===== config.mk =====
export PLATFORM = sky130hd
export DESIGN_NAME = load_moving_average_and_peak_top
export DESIGN_NICKNAME = d
export VERILOG_FILES = /design/src/lmap_pkg.sv /design/src/load_moving_average_and_peak_top.sv /design/src/lmap_ram.sv
export SDC_FILE = /design/constraint.sdc
export NUM_CORES = 1
export LEC_CHECK = 0
export BUFFER_PORTS_ARGS = -buffer_cell sky130_fd_sc_hd__buf_2
export CAP_MARGIN = 20
export CORE_MARGIN = 3
export CORE_UTILIZATION = 30
export DETAILED_ROUTE_END_ITERATION = 16
export PLACE_DENSITY_LB_ADDON = 0.05
export SETUP_SLACK_MARGIN = 0.4
export SLEW_MARGIN = 20
export SYNTH_ARGS = -nofsm -noshare
export SYNTH_HDL_FRONTEND = slang
export SYNTH_SLANG_ARGS = --single-unit
export TNS_END_PERCENT = 10

===== constraint.sdc =====
create_clock -name aclk -period 8.5 [get_ports aclk]
set_input_delay 0.85 -clock aclk [delete_from_list [all_inputs] [get_ports aclk]]
set_output_delay 0.85 -clock aclk [all_outputs]
set_load 0.05 [all_outputs]

===== src/lmap_pkg.sv =====
// ----------------------------------------------------------------------------
// lmap_pkg
// Shared constants for the load moving average and peak block.
// ----------------------------------------------------------------------------
package lmap_pkg;

    localparam int WINDOW_DEFAULT = 60;
    localparam int SAMPLE_W       = 8;
    localparam int S_TDATA_W      = 8;
    localparam int M_TDATA_W      = 24;

endpackage


===== src/load_moving_average_and_peak_top.sv =====
// ----------------------------------------------------------------------------
// load_moving_average_and_peak_top
// Moving average over the last WINDOW load samples, plus the running peak.
// ----------------------------------------------------------------------------
// Input stream: one 8-bit load sample per transaction on s_tdata.
// Output stream: one transaction per sample on m_tdata carrying the sample,
// the peak since reset and floor(window sum / WINDOW).
// An accepted sample first enters the update stage, which writes the ring
// slot and updates the running sum and peak; the output stage then divides
// the sum by WINDOW into the output register, which raises m_tvalid.
// Throughput is one sample per cycle while the output is taken; the sample
// ring is a RAM read one slot ahead of the write position, so each accepted
// sample does one read and one write.
// Reset (aresetn low, synchronous) clears the sum, peak and write position,
// and clears the per-slot valid bits so unwritten ring slots read as zero;
// no clearing pass is needed and the block accepts input right after reset.
// When m_tready is low the output register holds; the update stage still
// takes one more sample, then s_tready drops until the output is taken.
// ----------------------------------------------------------------------------
module load_moving_average_and_peak_top #(
    parameter int WINDOW = lmap_pkg::WINDOW_DEFAULT
) (
    input  logic                           aclk,
    input  logic                           aresetn,
    input  logic                           s_tvalid,
    output logic                           s_tready,
    input  logic [lmap_pkg::S_TDATA_W-1:0] s_tdata,  // [7:0] load_sample
    output logic                           m_tvalid,
    input  logic                           m_tready,
    output logic [lmap_pkg::M_TDATA_W-1:0] m_tdata   // [7:0] load_now,
                                                     // [15:8] load_peak,
                                                     // [23:16] load_average
);

    localparam int SW      = lmap_pkg::SAMPLE_W;
    localparam int POS_W   = $clog2(WINDOW);
    localparam int SUM_W   = $clog2(WINDOW * ((1 << SW) - 1) + 1);
    // floor(sum / WINDOW) by reciprocal multiply, exact for any SUM_W-bit sum
    localparam int DIV_SH  = SUM_W + $clog2(WINDOW);
    localparam int RECIP_W = SUM_W + 2;
    localparam int PROD_W  = SUM_W + RECIP_W;
    localparam logic [RECIP_W-1:0] RECIP =
        RECIP_W'(((1 << DIV_SH) + WINDOW - 1) / WINDOW);

    logic [POS_W-1:0]  pos_reg, pos_next;
    logic [WINDOW-1:0] slot_valid_reg;
    logic [SUM_W-1:0]  sum_reg, sum_next;
    logic [SW-1:0]     peak_reg, peak_next;

    logic              a_valid_reg;
    logic [SW-1:0]     a_sample_reg;
    logic [SW-1:0]     a_peak_reg;
    logic [SUM_W-1:0]  a_sum_reg;

    logic              m_valid_reg;
    logic [SW-1:0]     m_now_reg;
    logic [SW-1:0]     m_peak_reg;
    logic [SW-1:0]     m_avg_reg;

    logic              s_accept;
    logic              b_load;
    logic [SW-1:0]     sample;
    logic [SW-1:0]     ram_rd_data;
    logic [SW-1:0]     oldest;
    logic [POS_W-1:0]  rd_addr;
    logic [PROD_W-1:0] avg_prod;

    assign sample   = s_tdata[SW-1:0];
    assign b_load   = !m_valid_reg || m_tready;
    assign s_tready = !a_valid_reg || b_load;
    assign s_accept = s_tvalid && s_tready;

    assign pos_next = (pos_reg == POS_W'(WINDOW - 1)) ? '0 : pos_reg + POS_W'(1);
    assign rd_addr  = s_accept ? pos_next : pos_reg;
    assign oldest   = slot_valid_reg[pos_reg] ? ram_rd_data : '0;

    assign sum_next  = sum_reg - SUM_W'(oldest) + SUM_W'(sample);
    assign peak_next = (sample > peak_reg) ? sample : peak_reg;

    assign avg_prod  = PROD_W'(a_sum_reg) * PROD_W'(RECIP);

    lmap_ram #(
        .WIDTH (SW),
        .DEPTH (WINDOW)
    ) u_ring (
        .aclk    (aclk),
        .wr_en   (s_accept),
        .wr_addr (pos_reg),
        .wr_data (sample),
        .rd_addr (rd_addr),
        .rd_data (ram_rd_data)
    );

    always_ff @(posedge aclk) begin
        if (!aresetn) begin
            pos_reg        <= '0;
            slot_valid_reg <= '0;
            sum_reg        <= '0;
            peak_reg       <= '0;
            a_valid_reg    <= 1'b0;
            m_valid_reg    <= 1'b0;
        end else begin
            if (s_accept) begin
                pos_reg                 <= pos_next;
                slot_valid_reg[pos_reg] <= 1'b1;
                sum_reg                 <= sum_next;
                peak_reg                <= peak_next;
                a_valid_reg             <= 1'b1;
            end else if (b_load) begin
                a_valid_reg <= 1'b0;
            end
            if (b_load) begin
                m_valid_reg <= a_valid_reg;
            end
        end
    end

    always_ff @(posedge aclk) begin
        if (s_accept) begin
            a_sample_reg <= sample;
            a_peak_reg   <= peak_next;
            a_sum_reg    <= sum_next;
        end
        if (b_load && a_valid_reg) begin
            m_now_reg  <= a_sample_reg;
            m_peak_reg <= a_peak_reg;
            m_avg_reg  <= SW'(avg_prod >> DIV_SH);
        end
    end

    assign m_tvalid = m_valid_reg;
    assign m_tdata  = {m_avg_reg, m_peak_reg, m_now_reg};

endmodule


===== src/lmap_ram.sv =====
// ----------------------------------------------------------------------------
// lmap_ram
// Generic single-write, single-read RAM with registered read data.
// ----------------------------------------------------------------------------
module lmap_ram #(
    parameter int WIDTH = 8,
    parameter int DEPTH = 64
) (
    input  logic                     aclk,
    input  logic                     wr_en,
    input  logic [$clog2(DEPTH)-1:0] wr_addr,
    input  logic [WIDTH-1:0]         wr_data,
    input  logic [$clog2(DEPTH)-1:0] rd_addr,
    output logic [WIDTH-1:0]         rd_data
);

    logic [WIDTH-1:0] mem [DEPTH];

    always_ff @(posedge aclk) begin
        if (wr_en) begin
            mem[wr_addr] <= wr_data;
        end
        rd_data <= mem[rd_addr];
    end

endmodule


==> summary.md <==
| Metric | Value |
|---|---|
| Hold Buf Count CTS | `0` |
| Die Width | `312.0 um` |
| Drt drc | `0` |
| Slew Limit Fails | `0` |
| Lkg Pwr | `0.01134 uW` |
| Syn Area/Cell | `13.94 um^2` |
| I/O pin cnt | `38` |
| Tcrit/Tclk final | `64.14%` |
| Dpl cell area | `29590 um^2` |
| Via count | `16246` |
| VDD IR max | `0.2640 mV` |
| Setup violators final | `0` |
| Worst setup SP type | `flop` |
| Hold slack | `0.4166 ns` |
| Critical path required time | `8.86 ns` |
| FILL cells | `9092` |
| Routed len/inst | `23.92 um` |
| Dominant synthesized flop cell | `edfxtp_1` |
| WP buf/inv | `2` |
| Die Ht | `312.0 um` |
| Max reg flops | `480` |
| Row Count | `111` |
| Register area | `18000 um^2` |
| RSZ-0062 raised after global routing | `no` |
| Kind of critical path | `flop to flop` |
| Core area | `92220 um^2` |
| Seq/Total Area, Yosys | `64.09%` |
| Clock Latency Late Sink | `0.63 ns` |
| Fin Setup TNS | `0 ns` |
| Antenna Nets Post-Route | `0` |
| Maxcap violations | `0` |
| DR vias/cell | `4.807` |
| Clock Sinks | `632` |
| Synth area leaders | `edfxtp_1 (57%), dfxtp_1 (7.0%), mux2i_1 (6.2%)` |
| Actual slew at the worst max-slew pin | `1.087 ns` |
| Post-Synthesis Cell Area | `28080 um^2` |
| Synth-to-Final Area Change | `13.78%` |
| Largest net degree at the start of global routing | `100` |
| CTS clk-pin slew, worst paths | `0.06 ns` |
| Critical path, cell by cell | `buf_4 -> and2b_1 -> a221oi_1 -> nor2_1 -> a311oi_1 -> o22ai_1 -> or4_1 -> and2_1 -> fa_1 -> inv_1 -> ha_1 -> a211o_1 -> a21oi_1 -> o21ai_0 -> and3_1 -> o31ai_1 -> nand2b_1 -> xnor3_1` |
| Post-synth net total | `2162` |
| Final net count | `2225` |
| H-tree levels | `3` |
| Worst path slowest cell | `or4_1` |
| Crit path max-delay family | `simple AND/OR/NAND/NOR gates` |
| Total GRT Usage | `16.47%` |
| Post-DP HPWL | `52220 um` |
| DRT Pass-1 Iters | `5` |
| Setup bufs post-CTS | `0` |
| Starting Density | `30.45%` |
| Multi-input logic area | `9165 um^2` |
| Power per cell area | `319.5 nW/um^2` |
| Crit path capture type | `flop` |
| Post-synth ARST share | `0%` |
| GP Congestion | `0.8286` |
| Synth top area share | `57.10%` |
| Synth Instances | `2015` |
| Yosys cell types | `85` |
| Status | `finished, final reports clean` |
| Hold Fails Final Rpt | `0` |
| Die area | `97310 um^2` |
| Design Area, Final | `31950 um^2` |
| Max-slew headroom | `27.27%` |
| # resized after CTS | `0` |
| Fin crit period | `5.452 ns` |
| Layout cell share with drive strength beyond 1 | `12.41%` |
| DRT Wirelength | `80840 um` |
| Yosys warnings | `0` |
| Count of input and output buffers | `37` |
| Post-synth EDFFs | `534` |
| CP max stage delay | `0.73 ns` |
| Critical path peak fanout | `15` |
| Num CTS Buffers | `75` |
| CTS root buf | `clkbuf_16` |
| Top cell type by total area after synthesis | `edfxtp_1` |
| Grt ovf | `0` |
| Drt first-iter violations | `1071` |
| Max Fclk | `183.4 MHz` |
| #FFs+latches synth | `632` |
| Initial antenna violation count | `13` |
| First-pass GRT wire length | `117000 um` |
| Vias in the first global route | `16271` |
| Hold Path Class | `flop to flop` |
| Worst clock skew | `0.02510 ns` |
| Critical Path AT | `5.81 ns` |
| Max clock buf depth | `3` |
| CTS tree | `done` |
report_power, final:
part | internal [uW] | switching, uW | leakage, uW | total [uW]
Clock | 1800 | 1270 | 0.00115 | 3070
Combinational | 1500 | 1980 | 0.00456 | 3480
Sequential | 3560 | 101 | 0.00564 | 3660
Total | 6860 | 3350 | 0.0113 | 10200
routing by layer:
layer | GRT usage [%] | vias up | wire length (um)
met5 | 0 | - | 31
met4 | 4.772 | 4 | 2004
met3 | 3.044 | 105 | 3878
met2 | 26.94 | 346 | 38120
met1 | 22.36 | 8162 | 36800
li1 | - | 7629 | -
worst paths after layout:
kind / start / cells after the start / to / slack (ns)
worst max-delay path: pos_reg[1] / 18 / a_sum_reg[13] / 3.05
worst min-delay path: a_sample_reg[7] / 0 / m_now_reg[7] / 0.42
worst max register to register: pos_reg[1] / 18 / a_sum_reg[13] / 3.05
worst min register to register: a_sample_reg[7] / 0 / m_now_reg[7] / 0.42
area by class of cell:
cell class | instances | share of cell area (%)
multi-input cells | 1195 | 28.68
inverters | 93 | 1.108
well taps | 1243 | 4.867
clock buffers | 108 | 6.649
clock inverters | 27 | 0.6657
flip-flops and latches | 632 | 56.33
diodes | 1 | 0.007832
repair buffers | 81 | 1.692
synthesized netlist by cell type, drive strengths merged (31+ instances only):
library cell / number
inv: 90
mux2i: 174
edfxtp: 534
o21a: 60
nand2: 254
nor2: 100
clkbuf: 38
dfxtp: 98
nand3: 130
a21oi: 31
ha: 107
buf: 57
kinds of logic (layout without fill, tap and decap cells):
logic type,Yosys count,in the layout,synth area share [%]
AND/OR/NAND/NOR,588,588,9.521
flip-flops,632,632,64.09
XOR/XNOR,18,18,0.6104
multiplexers,223,223,9.374
buffers and inverters,188,309,3.551
other,0,1,0
AO/OA/AOI/OAI,231,231,6.091
adder cells (fa/ha/maj),135,135,6.763
placed cells by master (no fill, tap or decap), drive strengths merged, types with 24 or more instances in the layout:
cell type and count:
edfxtp 534, nand2 254, mux2i 174, nand3 130, clkbuf 108, ha 107, nor2 100, dfxtp 98
inv 93, buf 81, o21a 60, a21oi 31, fa 28, mux4 27, clkinv 24
through the flow:
step	utilization [%]	setup WS, ns	std cells	total power [uW]
2_1_floorplan	-	3.971	2015	6363
5_1_grt	34.65	2.589	3379	11070
4_1_cts	34.62	3.086	3378	10430
6_report	34.65	3.048	3380	10210
3_3_place_gp	32.04	3.107	3241	7269
3_5_place_dp	32.09	3.119	3243	7266
(Power assumes the default switching activity.)
